## src/sbm_pkg.sv

```systemverilog
`timescale 1ns / 1ps
// ----------------------------------------------------------------------------
// sbm_pkg
// Shared types and constants for the SPI bus monitor.
// ----------------------------------------------------------------------------
package sbm_pkg;

   // bytes reported per packet; the byte counter holds at this value
   localparam int MAX_BYTES  = 64;
   localparam int BYTE_CNT_W = $clog2(MAX_BYTES + 1);

   localparam int IDX_W   = 6;
   localparam int LEN_W   = 7;
   localparam int BYTE_W  = 8;
   localparam int BIT_W   = 3;

   localparam int CSR_IDX_W  = 2;
   localparam int CSR_DATA_W = 1;

   // register indexes
   localparam logic [CSR_IDX_W-1:0] CSR_CLOCK_POLARITY = 2'd0;
   localparam logic [CSR_IDX_W-1:0] CSR_CLOCK_PHASE    = 2'd1;
   localparam logic [CSR_IDX_W-1:0] CSR_MSB_FIRST      = 2'd2;

   typedef struct packed {
      logic chip_select_n;
      logic serial_clock;
      logic host_data;
      logic device_data;
   } sbm_req_type;

   typedef struct packed {
      logic              byte_valid;
      logic [BYTE_W-1:0] host_byte;
      logic [BYTE_W-1:0] device_byte;
      logic [IDX_W-1:0]  byte_index;
      logic              packet_end;
      logic [LEN_W-1:0]  packet_length;
      logic              host_setup_warn;
      logic              device_setup_warn;
   } sbm_rsp_type;

   typedef struct packed {
      logic clock_polarity;
      logic clock_phase;
      logic msb_first;
   } sbm_cfg_type;

endpackage

```

## src/sbm_csr.sv

```systemverilog
`timescale 1ns / 1ps
// ----------------------------------------------------------------------------
// sbm_csr
// Configuration registers: clock mode and bit order.
// ----------------------------------------------------------------------------
module sbm_csr import sbm_pkg::*; (
   input  logic                  clock,
   input  logic                  reset,
   input  logic                  csr_we,
   input  logic [CSR_IDX_W-1:0]  csr_index,
   input  logic [CSR_DATA_W-1:0] csr_wdata,
   output sbm_cfg_type           cfg
);

   sbm_cfg_type cfg_ff, cfg_in;

   always_comb begin
      cfg_in = cfg_ff;
      if (csr_we) begin
         case (csr_index)
            CSR_CLOCK_POLARITY: cfg_in.clock_polarity = csr_wdata[0];
            CSR_CLOCK_PHASE:    cfg_in.clock_phase    = csr_wdata[0];
            CSR_MSB_FIRST:      cfg_in.msb_first      = csr_wdata[0];
            default:            cfg_in = cfg_ff;
         endcase
      end
   end

   always_ff @(posedge clock) begin
      if (reset) begin
         cfg_ff.clock_polarity <= 1'b0;
         cfg_ff.clock_phase    <= 1'b0;
         cfg_ff.msb_first      <= 1'b1;
      end else begin
         cfg_ff <= cfg_in;
      end
   end

   assign cfg = cfg_ff;

endmodule

```

## src/sbm_req_reg.sv

```systemverilog
`timescale 1ns / 1ps
// ----------------------------------------------------------------------------
// sbm_req_reg
// Input register for pin samples; stalls only when full and not draining.
// ----------------------------------------------------------------------------
module sbm_req_reg import sbm_pkg::*; (
   input  logic        clock,
   input  logic        reset,
   input  logic        req_valid,
   output logic        req_stall,
   input  sbm_req_type req_data,
   input  logic        drain,      // result side takes the held sample
   output logic        held_valid,
   output sbm_req_type held_data
);

   logic        vld_ff, vld_in;
   sbm_req_type data_ff, data_in;
   logic        take;

   assign req_stall = vld_ff && !drain;
   assign take      = req_valid && !req_stall;
   assign vld_in    = take || (vld_ff && !drain);
   assign data_in   = take ? req_data : data_ff;

   always_ff @(posedge clock) begin
      if (reset) begin
         vld_ff <= 1'b0;
      end else begin
         vld_ff <= vld_in;
      end
   end

   always_ff @(posedge clock) begin
      data_ff <= data_in;
   end

   assign held_valid = vld_ff;
   assign held_data  = data_ff;

endmodule

```

## src/sbm_decode.sv

```systemverilog
`timescale 1ns / 1ps
// ----------------------------------------------------------------------------
// sbm_decode
// Bus state tracking, edge detect, byte assembly and packet counting.
// ----------------------------------------------------------------------------
module sbm_decode import sbm_pkg::*; (
   input  logic        clock,
   input  logic        reset,
   input  sbm_cfg_type cfg,
   input  logic        advance,    // sample consumed this cycle
   input  sbm_req_type sample,
   output sbm_rsp_type result
);

   logic                  last_sel_ff, last_sel_in;
   logic                  last_clk_ff, last_clk_in;
   logic                  last_hd_ff, last_hd_in;
   logic                  last_dd_ff, last_dd_in;
   logic [BIT_W-1:0]      bit_cnt_ff, bit_cnt_in;
   logic [BYTE_W-1:0]     host_sh_ff, host_sh_in;
   logic [BYTE_W-1:0]     dev_sh_ff, dev_sh_in;
   logic [BYTE_CNT_W-1:0] byte_cnt_ff, byte_cnt_in;

   logic              pkt_end, pkt_start, in_pkt, capture, byte_done, report;
   logic [BYTE_W-1:0] host_next, dev_next;

   assign pkt_end   = sample.chip_select_n && !last_sel_ff;
   assign pkt_start = !sample.chip_select_n && last_sel_ff;
   assign in_pkt    = !sample.chip_select_n && !last_sel_ff;
   // rising edge captures when CPOL == CPHA, falling edge otherwise
   assign capture   = in_pkt && (sample.serial_clock != last_clk_ff) &&
                      (sample.serial_clock == (cfg.clock_polarity == cfg.clock_phase));
   assign byte_done = capture && (bit_cnt_ff == {BIT_W{1'b1}});
   assign report    = byte_done && (byte_cnt_ff < BYTE_CNT_W'(MAX_BYTES));

   assign host_next = cfg.msb_first ? {host_sh_ff[BYTE_W-2:0], sample.host_data}
                                    : {sample.host_data, host_sh_ff[BYTE_W-1:1]};
   assign dev_next  = cfg.msb_first ? {dev_sh_ff[BYTE_W-2:0], sample.device_data}
                                    : {sample.device_data, dev_sh_ff[BYTE_W-1:1]};

   always_comb begin
      result                   = '0;
      result.byte_valid        = report;
      result.host_byte         = report ? host_next : '0;
      result.device_byte       = report ? dev_next : '0;
      result.byte_index        = report ? IDX_W'(byte_cnt_ff) : '0;
      result.packet_end        = pkt_end;
      result.packet_length     = pkt_end ? LEN_W'(byte_cnt_ff) : '0;
      result.host_setup_warn   = capture && (sample.host_data != last_hd_ff);
      result.device_setup_warn = capture && (sample.device_data != last_dd_ff);
   end

   always_comb begin
      last_sel_in = last_sel_ff;
      last_clk_in = last_clk_ff;
      last_hd_in  = last_hd_ff;
      last_dd_in  = last_dd_ff;
      bit_cnt_in  = bit_cnt_ff;
      host_sh_in  = host_sh_ff;
      dev_sh_in   = dev_sh_ff;
      byte_cnt_in = byte_cnt_ff;
      if (advance) begin
         last_sel_in = sample.chip_select_n;
         last_clk_in = sample.serial_clock;
         last_hd_in  = sample.host_data;
         last_dd_in  = sample.device_data;
         if (pkt_end) begin
            byte_cnt_in = '0;
         end else if (pkt_start) begin
            byte_cnt_in = '0;
            bit_cnt_in  = '0;
            host_sh_in  = '0;
            dev_sh_in   = '0;
         end else if (capture) begin
            bit_cnt_in = bit_cnt_ff + BIT_W'(1);
            host_sh_in = byte_done ? '0 : host_next;
            dev_sh_in  = byte_done ? '0 : dev_next;
            if (report) begin
               byte_cnt_in = byte_cnt_ff + BYTE_CNT_W'(1);
            end
         end
      end
   end

   always_ff @(posedge clock) begin
      if (reset) begin
         last_sel_ff <= 1'b1;
         last_clk_ff <= 1'b0;
         last_hd_ff  <= 1'b0;
         last_dd_ff  <= 1'b0;
         bit_cnt_ff  <= '0;
         host_sh_ff  <= '0;
         dev_sh_ff   <= '0;
         byte_cnt_ff <= '0;
      end else begin
         last_sel_ff <= last_sel_in;
         last_clk_ff <= last_clk_in;
         last_hd_ff  <= last_hd_in;
         last_dd_ff  <= last_dd_in;
         bit_cnt_ff  <= bit_cnt_in;
         host_sh_ff  <= host_sh_in;
         dev_sh_ff   <= dev_sh_in;
         byte_cnt_ff <= byte_cnt_in;
      end
   end

   a_byte_cnt_bound: assert property (@(posedge clock) disable iff (reset)
      byte_cnt_ff <= BYTE_CNT_W'(MAX_BYTES))
      else $error("byte counter beyond limit");

   a_byte_clears_bits: assert property (@(posedge clock) disable iff (reset)
      advance && byte_done |=> bit_cnt_ff == '0 && host_sh_ff == '0 && dev_sh_ff == '0)
      else $error("byte completion did not clear assembly state");

   a_end_clears_count: assert property (@(posedge clock) disable iff (reset)
      advance && pkt_end |=> byte_cnt_ff == '0 && last_sel_ff)
      else $error("packet end did not clear byte count");

   a_report_counts: assert property (@(posedge clock) disable iff (reset)
      advance && report |=> byte_cnt_ff == $past(byte_cnt_ff) + BYTE_CNT_W'(1))
      else $error("reported byte not counted");

endmodule

```

## src/sbm_rsp_reg.sv

```systemverilog
`timescale 1ns / 1ps
// ----------------------------------------------------------------------------
// sbm_rsp_reg
// Result register; holds a stalled response and frees up when taken.
// ----------------------------------------------------------------------------
module sbm_rsp_reg import sbm_pkg::*; (
   input  logic        clock,
   input  logic        reset,
   input  logic        load_valid,
   input  sbm_rsp_type load_data,
   output logic        load_ready,
   output logic        rsp_valid,
   input  logic        rsp_stall,
   output sbm_rsp_type rsp_data
);

   logic        vld_ff, vld_in;
   sbm_rsp_type data_ff, data_in;
   logic        load;

   assign load_ready = !vld_ff || !rsp_stall;
   assign load       = load_valid && load_ready;
   assign vld_in     = load || (vld_ff && rsp_stall);
   assign data_in    = load ? load_data : data_ff;

   always_ff @(posedge clock) begin
      if (reset) begin
         vld_ff <= 1'b0;
      end else begin
         vld_ff <= vld_in;
      end
   end

   always_ff @(posedge clock) begin
      data_ff <= data_in;
   end

   assign rsp_valid = vld_ff;
   assign rsp_data  = data_ff;

endmodule

```

## src/spi_bus_monitor_top.sv

```systemverilog
`timescale 1ns / 1ps
// ----------------------------------------------------------------------------
// spi_bus_monitor_top
// Passive SPI bus monitor, clock modes 0 to 3, one pin sample per request.
//
//   channel  ports                         direction  carries
//   -------  ----------------------------  ---------  ------------------------
//   req      req_valid/req_stall/req_data  in         pin sample (cs, sck, data)
//   rsp      rsp_valid/rsp_stall/rsp_data  out        byte pair / packet end
//   csr      csr_we/csr_index/csr_wdata    in         CPOL, CPHA, bit order
//
// Each request yields exactly one response, via the input and output registers.
// Throughput is one request per clock while rsp_stall is low; the bus state
// update is a single register-to-register pass through sbm_decode.
// Synchronous active-high reset; the bus is taken as idle (chip select high).
// A stalled response holds in the output register; the input register still
// takes one more request, after which req_stall follows rsp_stall.
// ----------------------------------------------------------------------------
module spi_bus_monitor_top import sbm_pkg::*; (
   input  logic                  clock,
   input  logic                  reset,
   // pin samples
   input  logic                  req_valid,
   output logic                  req_stall,
   input  sbm_req_type           req_data,
   // results
   output logic                  rsp_valid,
   input  logic                  rsp_stall,
   output sbm_rsp_type           rsp_data,
   // configuration
   input  logic                  csr_we,
   input  logic [CSR_IDX_W-1:0]  csr_index,
   input  logic [CSR_DATA_W-1:0] csr_wdata
);

   sbm_cfg_type cfg;
   logic        held_valid;
   sbm_req_type held_data;
   logic        load_ready;
   logic        advance;
   sbm_rsp_type result;

   // sample moves into decode state when the result register can take it
   assign advance = held_valid && load_ready;

   sbm_csr u_csr (
      .clock     (clock),
      .reset     (reset),
      .csr_we    (csr_we),
      .csr_index (csr_index),
      .csr_wdata (csr_wdata),
      .cfg       (cfg)
   );

   sbm_req_reg u_req_reg (
      .clock      (clock),
      .reset      (reset),
      .req_valid  (req_valid),
      .req_stall  (req_stall),
      .req_data   (req_data),
      .drain      (advance),
      .held_valid (held_valid),
      .held_data  (held_data)
   );

   // edge detect, shift registers and counters; state steps on advance only
   sbm_decode u_decode (
      .clock   (clock),
      .reset   (reset),
      .cfg     (cfg),
      .advance (advance),
      .sample  (held_data),
      .result  (result)
   );

   sbm_rsp_reg u_rsp_reg (
      .clock      (clock),
      .reset      (reset),
      .load_valid (held_valid),
      .load_data  (result),
      .load_ready (load_ready),
      .rsp_valid  (rsp_valid),
      .rsp_stall  (rsp_stall),
      .rsp_data   (rsp_data)
   );

endmodule
```

## config.mk

```make
export PLATFORM = sky130hd
export DESIGN_NAME = spi_bus_monitor_top
export DESIGN_NICKNAME = d
export VERILOG_FILES = /design/src/sbm_pkg.sv /design/src/sbm_csr.sv /design/src/sbm_req_reg.sv /design/src/sbm_decode.sv /design/src/sbm_rsp_reg.sv /design/src/spi_bus_monitor_top.sv
export SDC_FILE = /design/constraint.sdc
export NUM_CORES = 1
export LEC_CHECK = 0
export BUFFER_PORTS_ARGS = -buffer_cell sky130_fd_sc_hd__buf_2
export CAP_MARGIN = 10
export CORE_MARGIN = 5
export CORE_UTILIZATION = 55
export DETAILED_ROUTE_END_ITERATION = 7
export PLACE_DENSITY_LB_ADDON = 0.12
export SETUP_SLACK_MARGIN = 0.05
export SYNTH_ARGS = -nofsm -noshare
export SYNTH_HDL_FRONTEND = slang
export SYNTH_SLANG_ARGS = --single-unit
```

## constraint.sdc

```tcl
create_clock -name clock -period 3 [get_ports clock]
set_input_delay 0 -clock clock [delete_from_list [all_inputs] [get_ports clock]]
set_output_delay 0 -clock clock [all_outputs]
set_load 0.05 [all_outputs]
```

# --- Word-level counts from Yosys, hierarchy flattened ---
# Cells that the tools add are included.
op_classes:
  add_sub_neg: 2
  n_lt_le_gt_ge: 1
  n_eq_ne: 8
  mux: 14
  n_bitwise: 1
  reduce_logical: 31
ops:
  columns: ["cell", "n"]
  rows:
  - ["$mux 8", 8]
  - ["$mux 7", 4]
  - ["$logic_and 1x1->1", 13]
  - ["$add 7x1->7 const B", 1]
  - ["$lt 7x7->1 const B", 1]
  - ["$logic_not 1->1", 6]
  - ["$mux 3", 2]
  - ["$reduce_and 2->1", 3]
  - ["$reduce_and 3->1", 2]
  - ["$reduce_bool 3->1", 2]
  - ["$add 3x1->3 const B", 1]
  - ["$eq 3x3->1 const B", 1]
  - ["$logic_or 1x1->1", 3]
  - ["$ne 1x1->1", 3]
  - ["$eq 1x1->1", 2]
  - ["$eq 2x1->1 const B", 1]
  - ["$eq 2x2->1 const B", 1]
  - ["$logic_not 2->1", 1]
  - ["$reduce_bool 2->1", 1]
  - ["$not 1->1", 1]
word_totals:
  regBits: 72
  in_bits: 12
  out_inout_bits: 35
  word_cells: 82

# --- Depth between registers and ports, before layout ---
depth:
  word_depth: 10
  depth_mapped: 7
  depth_no_buf: 6

# --- Cells and area by module ---
# From an unflattened synthesis, not the netlist that was laid out.
hier_totals:
  hier_cells: 259
  hier_area_um2: 3163.0
by_module_without_submodules:
  columns: ["module", "instances", "cells_per_inst", "area_per_inst_um2", "seq_area_each_um2"]
  rows:
  - ["sbm_decode", 1, 198, 1811.7, 600.6]
  - ["sbm_rsp_reg", 1, 38, 1029.7, 1011.0]
  - ["sbm_req_reg", 1, 8, 170.2, 140.1]
  - ["sbm_csr", 1, 14, 145.1, 60.1]
  - ["spi_bus_monitor_top", 1, 1, 6.3, 0.0]

# --- Worst setup path before layout ---
# OpenSTA, ideal clock, no wires.
synth_path:
  path_type: "register to register"
  start: "register u_rsp_reg.vld_ff (netlist: u_rsp_reg.rsp_valid)"
  end: "register u_decode.byte_cnt_ff[4]"
  setup_time_ps: 74
  arrival_time_ps: 2327
  required_ps: 2926
  slack_ps: 599
  stages_incl_launch_ff: 6
  path_buffers: 0
  period_less_slack_ps: 2401
  path_cell_list: "dfxtp_1 -> a21bo_2 -> inv_1 -> nand2_1 -> or4_1 -> a31oi_1"
synth_between:
  elab_chain_cells: 4
synth_rtl:
  columns: ["element", "line", "text"]
  rows:
  - ["from (decl)", "sbm_rsp_reg.sv:17", "logic vld_ff, vld_in;"]
  - ["from (signal assigned)", "sbm_rsp_reg.sv:30", "vld_ff <= vld_in;"]
  - ["$logic_not 1->1", "sbm_rsp_reg.sv:21", "assign load_ready = !vld_ff || !rsp_stall;"]
  - ["$logic_or 1x1->1", "sbm_rsp_reg.sv:21", null]
  - ["$logic_and 1x1->1", "spi_bus_monitor_top.sv:44", "assign advance = held_valid && load_ready;"]
  - ["via advance", "spi_bus_monitor_top.sv:40", "logic advance;"]
  - ["$reduce_and 3->1 (no source line)", null, null]
  - ["to (signal assigned)", "sbm_decode.sv:103", "byte_cnt_ff <= byte_cnt_in;"]
  - ["to (decl)", "sbm_decode.sv:22", "logic [BYTE_CNT_W-1:0] byte_cnt_ff, byte_cnt_in;"]
# The timed path passes the listed nets, and every way through them passes these cells.
# A chain may end at the register's enable or synchronous reset.

# --- Final worst setup path ---
layout_path:
  start: "register u_req_reg.data_ff, in the netlist u_req_reg.held_data[3]"
  end: "register u_decode.dev_sh_ff[2]"
layout_between:
  elab_chain_cells: 8
  word_cells_on_any_way: 13
  classes_between: "mux (3); bitwise (1); reduce/logical (9)"
layout_rtl:
  columns: ["element", "line", "text"]
  rows:
  - ["from (decl)", "sbm_req_reg.sv:18", "sbm_req_type data_ff, data_in;"]
  - ["from (signal assigned)", "sbm_req_reg.sv:35", "data_ff <= data_in;"]
  - ["$logic_not 1->1", "sbm_decode.sv:28, sbm_decode.sv:29", null]
  - ["$logic_and 1x1->1", "sbm_decode.sv:29", "assign in_pkt = !sample.chip_select_n && !last_sel_ff;"]
  - ["$logic_and 1x1->1 (2 in series)", "sbm_decode.sv:31", "assign capture = in_pkt && (sample.serial_clock != last_clk_ff) &&"]
  - ["$logic_and 1x1->1", "sbm_decode.sv:33", "assign byte_done = capture && (bit_cnt_ff == {BIT_W{1'b1}});"]
  - ["$mux 8", "sbm_decode.sv:77", "dev_sh_in = byte_done ? '0 : dev_next;"]
  - ["$mux 8", "sbm_decode.sv:74", "end else if (capture) begin"]
  - ["$mux 8", "sbm_decode.sv:69", "end else if (pkt_start) begin"]
  - ["to (signal assigned)", "sbm_decode.sv:102", "dev_sh_ff <= dev_sh_in;"]
  - ["to (decl)", "sbm_decode.sv:21", "logic [BYTE_W-1:0] dev_sh_ff, dev_sh_in;"]
# Several ways; a longest one is shown, not always the timed one. The select of a mux whose other input is x is not followed.

==> flow_summary.yaml <==
routing:
  vias: 1976
  drtIter0Drc: 95
  wl_per_cell_um: 14.4
  drc_errors: 0
  first_pass_iters: 4
  detail_route.wirelength_mm: 5.33
  drt-vias-per-instance: 5.33
  ant_nets: 0
clocking:
  cts_setup_buffers: 0
  cts_tree: "built"
  root_buffer: "clkbuf_8"
  postCtsHoldBufs: 7
  clock-sinks: 72
  cts_buffers: 9
  insertion_delay_ns: 0.34
  cts.clk_slew.worst_paths_ns: 0.08
  cts_buffer_depth: 2
  htreeDepth: 3
  cts_resized: 0
yosys:
  yosysTopAreaCell: "edfxtp_1"
  yosys.area.top_type_share_pct: 37.9
  synth_warnings: 0
  synth_area_um2: 2930
  async_flop_share_pct: 0
  ys_seq_area_share_pct: 61.7
  synth_area_per_cell_um2: 12.2
  syn_inst: 241
  synthFlopType: "edfxtp_1"
  syn_nets: 256
  synth_seq_cells: 72
  yosys-top-cells-area: "edfxtp_1 (38%), dfxtp_1 (24%), mux2i_1 (6.8%)"
  synth.distinct_cells: 40
  synth-edff-count: 37
place:
  place_congestion: 0.873
  dp_slack_ns: 0.715
  port_buffers: 46
  hpwl_mm: 3.48
floorplanning:
  design.die.area_um2: 6900
  ios: 47
  core_area_um2: 5140
  initial_core_util_pct: 57.1
  std_cell_rows: 26
  die_h_um: 83.0
  die_w_um: 83.0
setup_path:
  critical-path-top-delay-family: "simple AND/OR/NAND/NOR gates"
  endpoint_kind: "flop"
  reg2reg_slack_ns: 0.73
  critPathLaunch: "u_req_reg.held_data[3]$_DFFE_PP_"
  critPathKind: "reg2reg"
  path_cells: "nor4b_1 -> mux2i_1 -> buf_4 -> or4_1 -> o2bb2ai_1"
  r2r_start: "u_req_reg.held_data[3]$_DFFE_PP_"
  path_max_fanout: 16
  cp_num_buf_inv: 1
  critPathLaunchType: "flop"
  arrival_ns: 2.53
  slowest_delay_ns: 0.71
  cp_slowest_cell: "or4_1"
  cp.required_ns: 3.26
timing:
  worst_clock_skew_ns: 0.0111
  drv_slew: 0
  timing.hold.ws_ns: 0.0229
  setup_viol: 0
  finalHoldViolations: 0
  finalCritPeriodShare_pct: 75.8
  finalSetupTns_ns: 0
  worst_slack_ns: 0.725
  fmax_mhz: 440
  maxSlewHeadroom_pct: 35.9
  period_needed_ns: 2.27
  max_slew.worst_pin.slew_ns: 0.960
  rsz0062_at_grt: "no"
final_layout:
  nFillCells: 419
  drive_gt1_share_pct: 23.6
  fin_nets: 311
  num_antenna_cells: 0
  syn_to_final_growth_pct: 20.3
grt:
  grt_overflow: 0
  antenna_found_initial: 0
  grt_max_degree: 23
  grtUsageTotal_pct: 16.6
  grt_pass1_vias: 1911
  grt_pass1_wl_mm: 9.17
job:
  maxCapViolations: 0
power_and_ir_drop:
  p_leak_nw: 1.43
  p_per_area_nw_per_um2: 610
  ir_drop_mv: 0.314
  power_mw: 2.15
hold_path:
  worstHoldStart: "csr_we"
  hp-class: "in2reg"
run_status:
  status: "finished, final reports clean"
==> power breakdown <==
group | total (mW) | leakage (nW) | switching (mW) | internal (mW)
sequential | 1.08 | 0.629 | 0.0161 | 1.06
clock | 0.912 | 0.116 | 0.359 | 0.553
combinational | 0.166 | 0.682 | 0.119 | 0.0469
==> cells in the mapped netlist, types with 7 or more instances <==
cell type / n
nand2_1: 15
and3_1: 7
a21oi_1: 8
o2bb2ai_1: 16
and2_1: 7
mux2i_1: 20
edfxtp_1: 37
clkbuf_1: 7
dfxtp_1: 35
nor2_1: 28
==> registers in the layout (all words and copies together) (netlist names) <==
register and cells:
u_decode.last_clk_ff 1, u_decode.dev_sh_ff 8, u_decode.byte_cnt_ff 7, u_req_reg.held_data 4, u_decode.host_sh_ff 8, u_decode.last_dd_ff 1, u_decode.last_sel_ff 1, u_decode.last_hd_ff 1
u_rsp_reg.rsp_valid 1, u_csr.cfg 3, u_req_reg.held_valid 1, u_decode.bit_cnt_ff 3, u_rsp_reg.rsp_data 33
==> routing by layer <==
metal  share of wire (%)  wire [µm]  vias to the layer above  GRT usage [%]
met5                   0          0                        -              0
met4                 2.7        144                        0           10.8
met3                 6.4        343                       12           4.36
met2                  44       2340                       61           24.1
met1                  47       2510                      903           22.0
li1                    -          -                     1000              -
==> logic make-up after synthesis <==
group                    after synthesis  share of synthesized area [%]
AO/OA/AOI/OAI                         38                           10.3
XOR/XNOR                               5                           1.49
adder cells (fa/ha/maj)                3                           1.28
buffers and inverters                 15                           2.52
flip-flops                            72                           61.7
multiplexers                          22                           7.59
AND/OR/NAND/NOR                       86                           15.1
==> layout make-up <==
type	count	area, µm²	area share (%)
repair buffers	57	330	9.36
clock buffers	9	124	3.51
inverters	2	7.51	0.213
well taps	70	87.6	2.48
flip-flops and latches	72	1810	51.3
multi-input cells	154	1050	29.7
clock inverters	7	119	3.37
==> final timing paths <==
| kind | depth (start not counted) | end |
|---|---|---|
| setup / recovery | 5 | u_decode.dev_sh_ff[2]$_SDFFE_PP0P_ |
| setup reg to reg | 5 | u_decode.dev_sh_ff[2]$_SDFFE_PP0P_ |
| hold / removal | 4 | u_csr.cfg[0]$_SDFFE_PP1P_ |
| hold reg to reg | 1 | u_decode.dev_sh_ff[0]$_SDFFE_PP0P_ |
==> per-stage QoR <==
stage / area (µm²) / std cells / util [%]
floorplan: 2930 / 241 / -
global placement: 3220 / 348 / 62.6
CTS: 3530 / 371 / 68.6
detailed placement: 3220 / 348 / 62.6
finish: 3530 / 371 / 68.6
global route: 3530 / 371 / 68.6
==> worst min-delay path, delay by kind of cell <==
family	cells	cell delay, ns
simple gates	2	0.15
mux	1	0.07
buf+inv	1	0.11
==> cells in the final DEF (no fill, tap or decap), types with 3 or more instances in the layout <==
cell type and instances:
buf_2 46, a21oi_1 8, o2bb2ai_1 16, dfxtp_1 35, and2_1 7, nand2_1 15, ha_1 3, mux2i_1 20
edfxtp_1 37, nand3b_1 4, o211ai_1 3, nor3_1 4, bufinv_16 3, dlygate4sd3_1 7, nand3_1 3, or4_1 3
clkbuf_8 9, nor2b_1 4, xnor2_1 4, buf_4 4, nor2_1 28, and3_1 7
No activity file was read; power rests on OpenSTA's default activity.
